File: src/hw/rtl/mbp_pkg.sv
// Shared types and constants for the MSB-first bit packer.
// Used by mbp_path_src, mbp_byte_acc and msb_first_bit_packer_core.
// No dependencies.
package mbp_pkg;

   // Field widths of the request and response channels.
   localparam int OpW        = 2;
   localparam int PathFieldW = 32;
   localparam int PathLenW   = 6;
   localparam int ByteW      = 8;
   localparam int RoomW      = 4;

   // Longest path that one request may append.
   localparam int MaxPath    = 32;
   localparam int PathLimit  = (MaxPath < PathFieldW) ? MaxPath : PathFieldW;
   localparam int BitIdxW    = $clog2(PathFieldW);

   // Request operation codes.
   typedef enum logic [OpW-1:0] {
      OP_APPEND = 2'd0,
      OP_INSERT = 2'd1,
      OP_FLUSH  = 2'd2,
      OP_NONE   = 2'd3
   } op_type;

   // Sequencer states of the top level.
   typedef enum logic [2:0] {
      ST_IDLE,
      ST_PATH,
      ST_INSERT,
      ST_FLUSH,
      ST_TRAIL
   } state_type;

   // Commands from the sequencer to the byte accumulator.
   typedef struct packed {
      logic push_bit;
      logic bit_val;
      logic insert;
      logic clear;
   } acc_cmd_type;

   // Byte values and flags that the accumulator offers to the sequencer.
   typedef struct packed {
      logic [ByteW-1:0] partial_byte;
      logic [ByteW-1:0] full_byte;
      logic [ByteW-1:0] insert_byte;
      logic [ByteW-1:0] trailer_byte;
      logic             empty;
      logic             one_free;
   } acc_status_type;

endpackage

File: src/hw/rtl/msb_first_bit_packer_core.sv
// Usage of msb_first_bit_packer_core:
// Requests arrive on req_* (valid/ready). req_operation selects append path
// (req_path_bits, req_path_len bits, max 32, sent from index len-1 to 0), insert
// byte (req_data_byte at the current alignment) or flush (partial byte if any,
// then a trailer byte with the valid bit count of the last byte, 8 if aligned).
// Operation code 3 is taken and dropped without a response.
// Responses leave on rsp_* (valid/ready) as rsp_out_byte; rsp_last marks the
// final byte caused by a request.
// One request is worked at a time. Path bits go through a bit-serial source,
// one bit per cycle unless a completed byte waits for a full response
// register. A byte completed by a path bit appears on rsp_* in the cycle
// after that bit.
// The response register holds one byte; while rsp_ready is low and that
// register is full, the work stops at the next byte to be sent and resumes
// when the byte is taken. req_ready is high only between requests.
// Reset clears the partial byte, sets the free count to eight and empties
// the response register.
// Depends on mbp_pkg, mbp_path_src and mbp_byte_acc.
module msb_first_bit_packer_core
   import mbp_pkg::*;
(
   input  logic                  clock,
   input  logic                  reset,
   input  logic                  req_valid,
   output logic                  req_ready,
   input  logic [OpW-1:0]        req_operation,
   input  logic [PathFieldW-1:0] req_path_bits,
   input  logic [PathLenW-1:0]   req_path_len,
   input  logic [ByteW-1:0]      req_data_byte,
   output logic                  rsp_valid,
   input  logic                  rsp_ready,
   output logic [ByteW-1:0]      rsp_out_byte,
   output logic                  rsp_last
);

   state_type        state_ff;
   state_type        state_in;
   logic             out_valid_ff;
   logic [ByteW-1:0] out_byte_ff;
   logic             out_last_ff;
   logic [ByteW-1:0] data_ff;

   logic             accept;
   logic             can_emit;
   logic             emit;
   logic [ByteW-1:0] emit_byte;
   logic             emit_last;
   logic             step;
   logic             path_bit;
   logic [PathLenW-1:0] path_remaining;
   acc_cmd_type      cmd;
   acc_status_type   status;

   assign req_ready = (state_ff == ST_IDLE);
   assign accept    = req_valid && req_ready;
   assign can_emit  = !out_valid_ff || rsp_ready;

   // Bit-serial path source.
   mbp_path_src u_path_src (
      .clock     (clock),
      .reset     (reset),
      .load      (accept),
      .path_bits (req_path_bits),
      .path_len  (req_path_len),
      .step      (step),
      .cur_bit   (path_bit),
      .remaining (path_remaining)
   );

   // Partial byte and alignment.
   mbp_byte_acc u_byte_acc (
      .clock       (clock),
      .reset       (reset),
      .cmd         (cmd),
      .insert_data (data_ff),
      .status      (status)
   );

   // Insert byte is held for the duration of the request.
   always_ff @(posedge clock) begin
      if (accept) begin
         data_ff <= req_data_byte;
      end
   end

   // Sequencer: next state, accumulator commands and the byte to send.
   always_comb begin
      state_in     = state_ff;
      emit         = 1'b0;
      emit_byte    = '0;
      emit_last    = 1'b0;
      step         = 1'b0;
      cmd          = '0;
      cmd.bit_val  = path_bit;
      case (state_ff)
         ST_IDLE: begin
            if (accept) begin
               case (op_type'(req_operation))
                  OP_APPEND: state_in = ST_PATH;
                  OP_INSERT: state_in = ST_INSERT;
                  OP_FLUSH:  state_in = ST_FLUSH;
                  default:   state_in = ST_IDLE;
               endcase
            end
         end
         ST_PATH: begin
            if (path_remaining == '0) begin
               state_in = ST_IDLE;
            end else if (!status.one_free) begin
               cmd.push_bit = 1'b1;
               step         = 1'b1;
            end else if (can_emit) begin
               // This bit completes a byte; it is the last one if fewer
               // than a byte of bits follow.
               cmd.push_bit = 1'b1;
               step         = 1'b1;
               emit         = 1'b1;
               emit_byte    = status.full_byte;
               emit_last    = (path_remaining <= PathLenW'(ByteW));
            end
         end
         ST_INSERT: begin
            if (can_emit) begin
               cmd.insert = 1'b1;
               emit       = 1'b1;
               emit_byte  = status.insert_byte;
               emit_last  = 1'b1;
               state_in   = ST_IDLE;
            end
         end
         ST_FLUSH: begin
            if (can_emit) begin
               emit = 1'b1;
               if (!status.empty) begin
                  emit_byte = status.partial_byte;
                  state_in  = ST_TRAIL;
               end else begin
                  emit_byte = status.trailer_byte;
                  emit_last = 1'b1;
                  cmd.clear = 1'b1;
                  state_in  = ST_IDLE;
               end
            end
         end
         ST_TRAIL: begin
            if (can_emit) begin
               emit      = 1'b1;
               emit_byte = status.trailer_byte;
               emit_last = 1'b1;
               cmd.clear = 1'b1;
               state_in  = ST_IDLE;
            end
         end
         default: begin
            state_in = ST_IDLE;
         end
      endcase
   end

   always_ff @(posedge clock) begin
      if (reset) begin
         state_ff <= ST_IDLE;
      end else begin
         state_ff <= state_in;
      end
   end

   // Response register.
   always_ff @(posedge clock) begin
      if (reset) begin
         out_valid_ff <= 1'b0;
      end else if (emit) begin
         out_valid_ff <= 1'b1;
      end else if (rsp_ready) begin
         out_valid_ff <= 1'b0;
      end
   end

   always_ff @(posedge clock) begin
      if (emit) begin
         out_byte_ff <= emit_byte;
         out_last_ff <= emit_last;
      end
   end

   assign rsp_valid    = out_valid_ff;
   assign rsp_out_byte = out_byte_ff;
   assign rsp_last     = out_last_ff;

`ifndef ASSERT_OFF
   // A byte is only loaded when the response register is free or being drained.
   a_emit_room: assert property (@(posedge clock) disable iff (reset)
      emit |-> (!out_valid_ff || rsp_ready))
      else $error("byte loaded over an untaken response");

   // An exhausted path never sends a byte.
   a_path_done: assert property (@(posedge clock) disable iff (reset)
      (state_ff == ST_PATH && path_remaining == '0) |-> !emit)
      else $error("byte sent after path ended");

   // The trailer always closes a request.
   a_trailer_last: assert property (@(posedge clock) disable iff (reset)
      (state_ff == ST_TRAIL && emit) |-> emit_last)
      else $error("trailer byte without last flag");

   // An accepted insert request goes straight to the insert step.
   a_insert_next: assert property (@(posedge clock) disable iff (reset)
      (accept && req_operation == OP_INSERT) |=> (state_ff == ST_INSERT))
      else $error("insert request not started");
`endif

endmodule

File: src/hw/rtl/mbp_path_src.sv
// Bit-serial source of path bits, highest index first, one bit per step.
// Depends on mbp_pkg.
module mbp_path_src
   import mbp_pkg::*;
(
   input  logic                  clock,
   input  logic                  reset,
   input  logic                  load,
   input  logic [PathFieldW-1:0] path_bits,
   input  logic [PathLenW-1:0]   path_len,
   input  logic                  step,
   output logic                  cur_bit,
   output logic [PathLenW-1:0]   remaining
);

   logic [PathFieldW-1:0] bits_ff;
   logic [PathLenW-1:0]   cnt_ff;
   logic [PathLenW-1:0]   cnt_in;
   logic [PathLenW-1:0]   sat_len;
   logic [BitIdxW-1:0]    idx;

   // Clamp the length to the longest path supported.
   assign sat_len = (path_len > PathLenW'(PathLimit)) ? PathLenW'(PathLimit) : path_len;

   // The next bit to send sits at index remaining-1.
   assign idx       = cnt_ff[BitIdxW-1:0] - BitIdxW'(1);
   assign cur_bit   = bits_ff[idx];
   assign remaining = cnt_ff;

   // Count of bits still to send.
   always_comb begin
      cnt_in = cnt_ff;
      if (load) begin
         cnt_in = sat_len;
      end else if (step) begin
         cnt_in = cnt_ff - PathLenW'(1);
      end
   end

   always_ff @(posedge clock) begin
      if (reset) begin
         cnt_ff <= '0;
      end else begin
         cnt_ff <= cnt_in;
      end
   end

   // Path bits are held for the duration of the request.
   always_ff @(posedge clock) begin
      if (load) begin
         bits_ff <= path_bits;
      end
   end

endmodule

File: src/hw/rtl/mbp_byte_acc.sv
// Partial-byte accumulator: filled bits at the top, count of free positions.
// Depends on mbp_pkg.
module mbp_byte_acc
   import mbp_pkg::*;
(
   input  logic             clock,
   input  logic             reset,
   input  acc_cmd_type      cmd,
   input  logic [ByteW-1:0] insert_data,
   output acc_status_type   status
);

   logic [ByteW-1:0] partial_ff;
   logic [ByteW-1:0] partial_in;
   logic [RoomW-1:0] room_ff;
   logic [RoomW-1:0] room_in;
   logic [ByteW-1:0] filled;
   logic [ByteW-1:0] merged;

   // Byte with the incoming bit placed at the highest free position.
   assign filled = partial_ff | (ByteW'(cmd.bit_val) << (room_ff - RoomW'(1)));

   // A whole byte placed at the current alignment: its top part completes a byte.
   assign merged = partial_ff | (insert_data >> (RoomW'(ByteW) - room_ff));

   assign status.partial_byte = partial_ff;
   assign status.full_byte    = filled;
   assign status.insert_byte  = merged;
   assign status.trailer_byte = (room_ff == RoomW'(ByteW)) ? ByteW'(ByteW)
                                : ByteW'(RoomW'(ByteW) - room_ff);
   assign status.empty        = (room_ff == RoomW'(ByteW));
   assign status.one_free     = (room_ff == RoomW'(1));

   // Next partial byte and free count.
   always_comb begin
      partial_in = partial_ff;
      room_in    = room_ff;
      if (cmd.clear) begin
         partial_in = '0;
         room_in    = RoomW'(ByteW);
      end else if (cmd.insert) begin
         partial_in = insert_data << room_ff;
      end else if (cmd.push_bit) begin
         if (room_ff == RoomW'(1)) begin
            partial_in = '0;
            room_in    = RoomW'(ByteW);
         end else begin
            partial_in = filled;
            room_in    = room_ff - RoomW'(1);
         end
      end
   end

   always_ff @(posedge clock) begin
      if (reset) begin
         partial_ff <= '0;
         room_ff    <= RoomW'(ByteW);
      end else begin
         partial_ff <= partial_in;
         room_ff    <= room_in;
      end
   end

endmodule
File: config.mk
export PLATFORM = sky130hd
export DESIGN_NAME = msb_first_bit_packer_core
export DESIGN_NICKNAME = d
export VERILOG_FILES = /design/src/hw/rtl/mbp_pkg.sv /design/src/hw/rtl/msb_first_bit_packer_core.sv /design/src/hw/rtl/mbp_path_src.sv /design/src/hw/rtl/mbp_byte_acc.sv
export SDC_FILE = /design/constraint.sdc
export NUM_CORES = 1
export LEC_CHECK = 0
export BUFFER_PORTS_ARGS = -buffer_cell sky130_fd_sc_hd__buf_2
export CAP_MARGIN = 20
export CORE_AREA = 2 2 95 78
export CTS_CLUSTER_SIZE = 14
export DETAILED_ROUTE_END_ITERATION = 10
export DIE_AREA = 0 0 97 80
export GPL_TIMING_DRIVEN = 0
export PLACE_DENSITY_LB_ADDON = 0.3
export REMOVE_ABC_BUFFERS = 1
export SLEW_MARGIN = 10
export SYNTH_ARGS = -nofsm -noshare
export SYNTH_HDL_FRONTEND = slang
export SYNTH_SLANG_ARGS = --single-unit
File: constraint.sdc
create_clock -name clock -period 4.1 [get_ports clock]
set_input_delay 0.615 -clock clock [delete_from_list [all_inputs] [get_ports clock]]
set_output_delay 0.615 -clock clock [all_outputs]
set_load 0.1 [all_outputs]
---- After elaboration in Yosys (flattened, before gate mapping) ----
Cells that the tools add are included.
word-level totals
  output and inout port bits .............. 11
  word-level logic and storage cells ...... 91
  register bits ........................... 71
  input port bits ......................... 52
cells by class
  mux-type cells .......................... 42
  bitwise gates (word level) .............. 3
  equal/unequal tests ..................... 12
  magnitude comparators ................... 3
  shifts and indexed selects .............. 3
  reductions and logical operators ........ 14
  add/subtract/negate cells ............... 5
operators by type and width
  cell                   count
  $mux W8                11
  $pmux W8 S4            1
  $mux W6                3
  $or A8 B8 Y8           2
  $mux W1                15
  $mux W3                5
  $pmux W3 S4            1
  $shl A1 B4 Y8          1
  $shl A8 B4 Y8          1
  $shr A8 B4 Y8          1
  $eq A3 B2 Y1 const B   2
  $gt A6 B6 Y1 const B   1
  $le A6 B4 Y1 const B   1
  $logic_not A6 Y1       1
  $lt A5 B6 Y1 const B   1
  $pmux W2 S3            1
  $reduce_bool A2 Y1     3
  $sub A6 B1 Y6 const B  1
  $bmux W1 S5            1
  $sub A4 B4 Y5 const A  1
  $sub A5 B1 Y5 const B  1
  $eq A4 B1 Y1 const B   1
  $eq A4 B4 Y1 const B   1
  $mux W4                1
  20 further kinds       24

---- Logic depth before layout (Yosys ltp) ----
  depth in word-level cells ............... 9
  mapped depth ............................ 10
  mapped depth without buffers ............ 8

---- Hierarchy ----
Synthesis repeated with hierarchy kept, for this count alone.
second synthesis, totals
  cells, all modules ...................... 380
  area total of the unflattened synthesis .. 4247.8 µm²
modules (own cells, without submodules)
  module                     seq. area each (µm²)  area each (µm²)  times used  cells an instance
  mbp_path_src               1081.0                1630.3           1           106
  mbp_byte_acc               240.2                 1446.4           1           177
  msb_first_bit_packer_core  590.6                 1171.1           1           97

---- Worst setup path after synthesis ----
No wires, ideal clock.
  path type ............................... register to register
  start ................................... register state_ff[2]
  end ..................................... register u_path_src.cnt_ff[3] (netlist: u_path_src.remaining[3])
  setup slack ............................. -0.804 ns
  clock period less this slack ............ 4.904 ns
  arrival time ............................ 4.839 ns
  setup time .............................. 0.065 ns
  required time ........................... 4.035 ns
  buffers on the path ..................... 1
  cell stages (with the launch flop) ...... 8
  cell sequence ........................... dfxtp_1 > clkbuf_1 > nor3_1 > nand2_1 > inv_1 > and3_1 > a21oi_1 > nor2_1
on the way
  word-level cells in the longest chain between the ends .. 3
  elaborated cells on any way between the ends .. 6
  classes of those cells .................. eq/ne (1); mux (2); reduce/logical (3)
RTL lines
  item                                                  line                              source
  from (decl)                                           msb_first_bit_packer_core.sv:36   state_type state_ff;
  from (signal assigned)                                msb_first_bit_packer_core.sv:164  state_ff <= state_in;
  $logic_not A3 Y1 *                                    msb_first_bit_packer_core.sv:54   assign req_ready = (state_ff == ST_IDLE);
  net req_ready                                         msb_first_bit_packer_core.sv:25   output logic req_ready,
  $logic_and A1 B1 Y1 *                                 msb_first_bit_packer_core.sv:55   assign accept = req_valid && req_ready;
  net accept                                            msb_first_bit_packer_core.sv:43   logic accept;
  $mux W6 / $reduce_bool A2 Y1 (equally long branches)  n/a
  to (signal assigned)                                  mbp_path_src.sv:44                cnt_ff <= cnt_in;
  to (decl)                                             mbp_path_src.sv:17                logic [PathLenW-1:0] cnt_ff;
Mark *: on every way through the listed nets, which the timed path passes. The rest lies on a longest branch.
A chain may end at the register's enable or synchronous reset.

---- Final worst setup path ----
  start ................................... register u_path_src.cnt_ff[0] (netlist: u_path_src.remaining[0])
  end ..................................... register out_byte_ff[0] (netlist: rsp_out_byte[0]) (data pin)
on the way
  word-level cells in the longest chain between the ends .. 9
  elaborated cells on any way between the ends .. 10
  classes of those cells .................. add/sub (1); shift (1); mux (6); bitwise (1); reduce/logical (1)
RTL lines
  item                           line                              source
  $sub A5 B1 Y5                  mbp_path_src.sv:26                assign idx = cnt_ff[BitIdxW-1:0] - BitIdxW'(1);
  $bmux W1 S5                    mbp_path_src.sv:27                assign cur_bit = bits_ff[idx];
  $mux W1 (implied by the code)  mbp_path_src.sv:27
  $shl A1 B4 Y8                  mbp_byte_acc.sv:21                assign filled = partial_ff | (ByteW'(cmd.bit_val) << (room_ff - RoomW'(1)));
  $or A8 B8 Y8                   mbp_byte_acc.sv:21
  $mux W8                        msb_first_bit_packer_core.sv:112  end else if (can_emit) begin
  $mux W8                        msb_first_bit_packer_core.sv:109  end else if (!status.one_free) begin
  $mux W8 *                      msb_first_bit_packer_core.sv:107  if (path_remaining == '0) begin
  $pmux W8 S4 *                  msb_first_bit_packer_core.sv:95   case (state_ff)
  net emit_byte[0]               msb_first_bit_packer_core.sv:46   logic [ByteW-1:0] emit_byte;
  to (signal assigned)           msb_first_bit_packer_core.sv:181  out_byte_ff <= emit_byte;
  to (decl)                      msb_first_bit_packer_core.sv:39   logic [ByteW-1:0] out_byte_ff;
Mark *: on every way through the listed nets, which the timed path passes. The rest lies on a longest branch. The select of a mux whose other input is x is not followed.

==> tab_implementation.tex <==
\begin{tabular}{lr}
\hline
Metric & Value \\
\hline
\multicolumn{2}{l}{\textbf{Setup path}} \\
\quad Arrival time at the worst endpoint & about 3.4 ns \\
\quad Critical Setup Path Class & flip-flop to flip-flop \\
\quad Crit path largest cell delay & between 0.8 and 0.9 ns \\
\quad Kind of capture point of the worst setup path & flip-flop \\
\quad CP Launch Type & flip-flop \\
\quad Critical path peak fanout & 17 \\
\quad Cells traversed along the worst timing path & clkinv\_1, ha\_1, mux2\_2, o22ai\_1, o22ai\_2, o211ai\_1, o21ai\_0 \\
\quad Reg-to-reg endpoint & rsp\_out\_byte[0] \\
\quad R2r startpoint & u\_path\_src.remaining[0] \\
\quad Required time of the critical path & 4.18 ns \\
\quad Minimum setup slack among reg-to-reg paths & just over 0.8 ns \\
\quad Worst reg-to-reg path cell count & 7 \\
\quad CP max stage cell & ha\_1 \\
\multicolumn{2}{l}{\textbf{Clocking}} \\
\quad Clock Tree Root & clkbuf\_8 \\
\quad Maximum buffer depth of the clock tree & 2 \\
\quad Skew-Pair Late Insertion Delay & between 0.3 and 0.4 ns \\
\quad TritonCTS clock tree & yes \\
\quad TritonCTS sink count & slightly above 70 \\
\quad Number of buffers added by the clock tree synthesis step & 9 \\
\quad H-tree level count & 3 \\
\quad Number of resized instances in the post-cts repair step & 0 \\
\quad Worst-path clk slew & 0.08 ns \\
\quad Number of hold buffers added after CTS & 0 \\
\quad Post-CTS setup-driven buffer insertion count & 0 \\
\multicolumn{2}{l}{\textbf{Floorplan}} \\
\quad Die Y-Extent & $\sim$80 µm \\
\quad Top-Level Pins & 63 \\
\quad Floorplan die area & roughly 7800 µm² \\
\quad Starting density of the core & around three fifths \\
\quad Die span in x & approximately 97 µm \\
\quad Number of placement rows & 27 \\
\quad Placeable core region & 6790 µm² \\
\multicolumn{2}{l}{\textbf{Drt}} \\
\quad First-iteration detailed-routing DRC count & about 290 \\
\quad DR pass1 iterations & 5 \\
\quad Detailed-route wire length per cell & 17.78 µm \\
\quad Total Wirelength & 9546 µm \\
\quad Total via count in the routed design & 3399 \\
\quad Vias/cell & around 6.3 \\
\quad Detail Route Antenna Nets & 0 \\
\quad DR DRC count & 0 \\
\multicolumn{2}{l}{\textbf{STA}} \\
\quad Post-Route Hold Slack & around 0.42 ns \\
\quad Worst slew margin & $\sim$45\% \\
\quad Summed negative setup slack over all endpoints & 0 ns \\
\quad Min cycle time layout & between 3 and 4 ns \\
\quad Unrepaired setup endpoints after global routing & no \\
\quad Final Cycle Share & between 80\% and 90\% \\
\quad Max Transition Viols Final & 0 \\
\quad F\_max & slightly above 300 MHz \\
\quad Worst Tran Pin Value & approximately 0.83 ns \\
\quad Final hold violations & 0 \\
\quad Skew final & 0.008402 ns \\
\quad Setup Viol. Count Final & 0 \\
\multicolumn{2}{l}{\textbf{GRT}} \\
\quad GRT overflow & 0 \\
\quad Largest net degree at the start of global routing & between 40 and 50 \\
\quad Initial antenna violation count & 0 \\
\quad First-pass GRT wire length & approximately 16000 µm \\
\quad Global Route Usage Sum & 25.99\% \\
\quad Number of global-route vias before repair & between 3000 and 4000 \\
\multicolumn{2}{l}{\textbf{Logic synthesis}} \\
\quad Yosys warning count & 0 \\
\quad FFs w/ async S/R, synth & 0\% \\
\quad Seq cells post-synth & 71 \\
\quad Gate Count Post-Synth & 393 \\
\quad Commonest register cell after synthesis & edfxtp\_1 \\
\quad Unique masters post-synth & 65 \\
\quad Number of synthesized flops with an enable pin & a little under 50 \\
\quad Average cell area after synthesis & about 10 µm² \\
\quad Combined area of all synthesized cells & 4126 µm² \\
\quad Fraction of the yosys area taken by sequential cells & a little under half \\
\multicolumn{2}{l}{\textbf{Run}} \\
\quad Max Cap Viol & 0 \\
\multicolumn{2}{l}{\textbf{Placed design}} \\
\quad Placed cell area & roughly 4400 µm² \\
\quad Routability cong. & between 0.9 and 1 \\
\quad Placed wire-length estimate after detailed placement & 7005 µm \\
\quad Buffers added on ports & just over 60 \\
\multicolumn{2}{l}{\textbf{Finish}} \\
\quad Post-Route Utilization & a little under 70\% \\
\quad Final Instance Area & around 4600 µm² \\
\quad Ant diodes & 0 \\
\quad Area growth syn-to-layout & 12.34\% \\
\quad Number of nets in the final layout & approximately 500 \\
\quad Fraction of layout instances using a drive strength above 1 & around a quarter \\
\multicolumn{2}{l}{\textbf{Power and ir drop}} \\
\quad Worst-case vdd ir drop & a little under 300 µV \\
\quad P\_leak & 1.726 nW \\
\quad Power per unit of standard cell area & 446.8 nW/µm² \\
\quad Sum of internal, switching and leakage power & roughly 0.0021 W \\
\multicolumn{2}{l}{\textbf{Hold path}} \\
\quad Startpoint of the lowest-slack hold path & req\_path\_bits[23] \\
\quad Number of instances on the worst hold path & 1 \\
\quad Type of the tightest min-delay check & primary input to flip-flop \\
\quad Endpoint of the worst hold-timing path & u\_path\_src.bits\_ff[23] \\
\multicolumn{2}{l}{\textbf{Outcome}} \\
\quad Status & complete, no violations \\
\hline
\end{tabular}
## sequential cells by signal, summed over array words and instances, names as in the netlist
signal	cells
u_path_src.bits_ff	32
data_ff	8
rsp_out_byte	8
u_byte_acc.partial_ff	8
u_path_src.remaining	6
u_byte_acc.room_ff	4
state_ff	3
rsp_last	1
rsp_valid	1
## power by group
group / internal [W] / switching (W) / leakage (nW)
clock network: 0.000224 / 0.000285 / 0.0843
logic: 0.000256 / 0.000414 / 0.993
registers: 0.000829 / 0.0000625 / 0.648
total: 0.00131 / 0.000761 / 1.73
## cell usage after synthesis, drive strengths merged (8+ instances only)
cell type,number,area [µm²]
a211oi,12,100.1
a21oi,18,90.09
a32oi,8,70.07
and3,8,50.05
buf,14,85.07
clkbuf,8,30.03
dfxtp,22,440.4
edfxtp,49,1471
inv,13,48.80
mux2,19,214.0
mux2i,15,150.1
nand2,25,93.84
nand3,10,50.05
nor2,39,146.4
o21ai,17,85.08
## through the flow
step | setup slack [ns] | std cells
6_report | 0.8086 | 537
5_1_grt | 0.5604 | 537
4_1_cts | 0.3265 | 536
3_5_place_dp | 0.3485 | 520
3_3_place_gp | 0.3433 | 520
2_1_floorplan | -0.6969 | 371
## placed cells by master, fill, tap and decap left out, types with 3 or more instances in the layout
| master | count |
|---|---|
| a211o_1 | 4 |
| a211oi_1 | 10 |
| a21oi_1 | 18 |
| a22oi_1 | 6 |
| a31oi_1 | 3 |
| a32oi_1 | 8 |
| and2_1 | 5 |
| and3_1 | 8 |
| buf_2 | 62 |
| clkbuf_8 | 9 |
| dfxtp_1 | 22 |
| edfxtp_1 | 49 |
| ha_1 | 7 |
| inv_1 | 12 |
| inv_6 | 3 |
| mux2_2 | 19 |
| mux2i_1 | 15 |
| nand2_1 | 25 |
| nand2b_1 | 3 |
| nand3_1 | 10 |
| nor2_1 | 39 |
| nor2b_1 | 7 |
| nor3_1 | 6 |
| o2111ai_1 | 6 |
| o211ai_1 | 4 |
| o21a_1 | 3 |
| o21ai_0 | 15 |
| o22ai_1 | 5 |
| o31ai_1 | 4 |
| o32ai_1 | 3 |
| xnor2_1 | 6 |
| xor2_1 | 6 |
## how the worst max path moves through the flow
stage | startpoint | to | slack (ns) | cells past startpoint
after CTS | u_byte_acc.room_ff[0] | rsp_out_byte[0] | 0.33 | 8
after global routing | u_path_src.remaining[0] | rsp_out_byte[5] | 0.56 | 7
final | u_path_src.remaining[0] | rsp_out_byte[0] | 0.81 | 7
after global placement | u_byte_acc.room_ff[0] | rsp_out_byte[3] | 0.34 | 8
after floorplan | state_ff[2] | u_path_src.remaining[3] | -0.70 | 6
after detailed placement | u_byte_acc.room_ff[0] | rsp_out_byte[0] | 0.35 | 8
## critical path, delay by kind of cell, from the launching register on
family / cells / cell delay [ns]
buffers and inverters: 1 / 0.30
AOI/OAI and AO/OA: 4 / 0.98
DFF: 1 / 0.44
adders and majority gates: 1 / 0.88
muxes: 1 / 0.41
## layer usage
layer | vias up | track usage, % | wire, µm
li1 | 1621 | - | -
met1 | 1599 | 36.45 | 4466
met2 | 165 | 39.51 | 4171
met3 | 14 | 5.954 | 762
met4 | 0 | 9.859 | 146
met5 | - | 0 | 0
## cell families after synthesis
logic type | Yosys count | synth area share, %
muxes | 36 | 9.915
buffers and inverters | 36 | 4.063
adders and majority gates | 7 | 2.122
and+or+nand+nor | 122 | 15.46
xor gates and xnor gates | 12 | 2.547
DFF | 71 | 46.33
AOI/OAI and AO/OA | 109 | 19.56
## layout make-up
| type | instances | area, µm² |
|---|---|---|
| clock buffer | 9 | 123.9 |
| clock inverter | 7 | 53.80 |
| fill | 539 | 2155 |
| inverter | 14 | 52.55 |
| multi-input combinational | 286 | 2047 |
| sequential | 71 | 1912 |
| tap | 87 | 108.9 |
| timing repair buffer | 63 | 337.8 |
(Power assumes the default switching activity.)
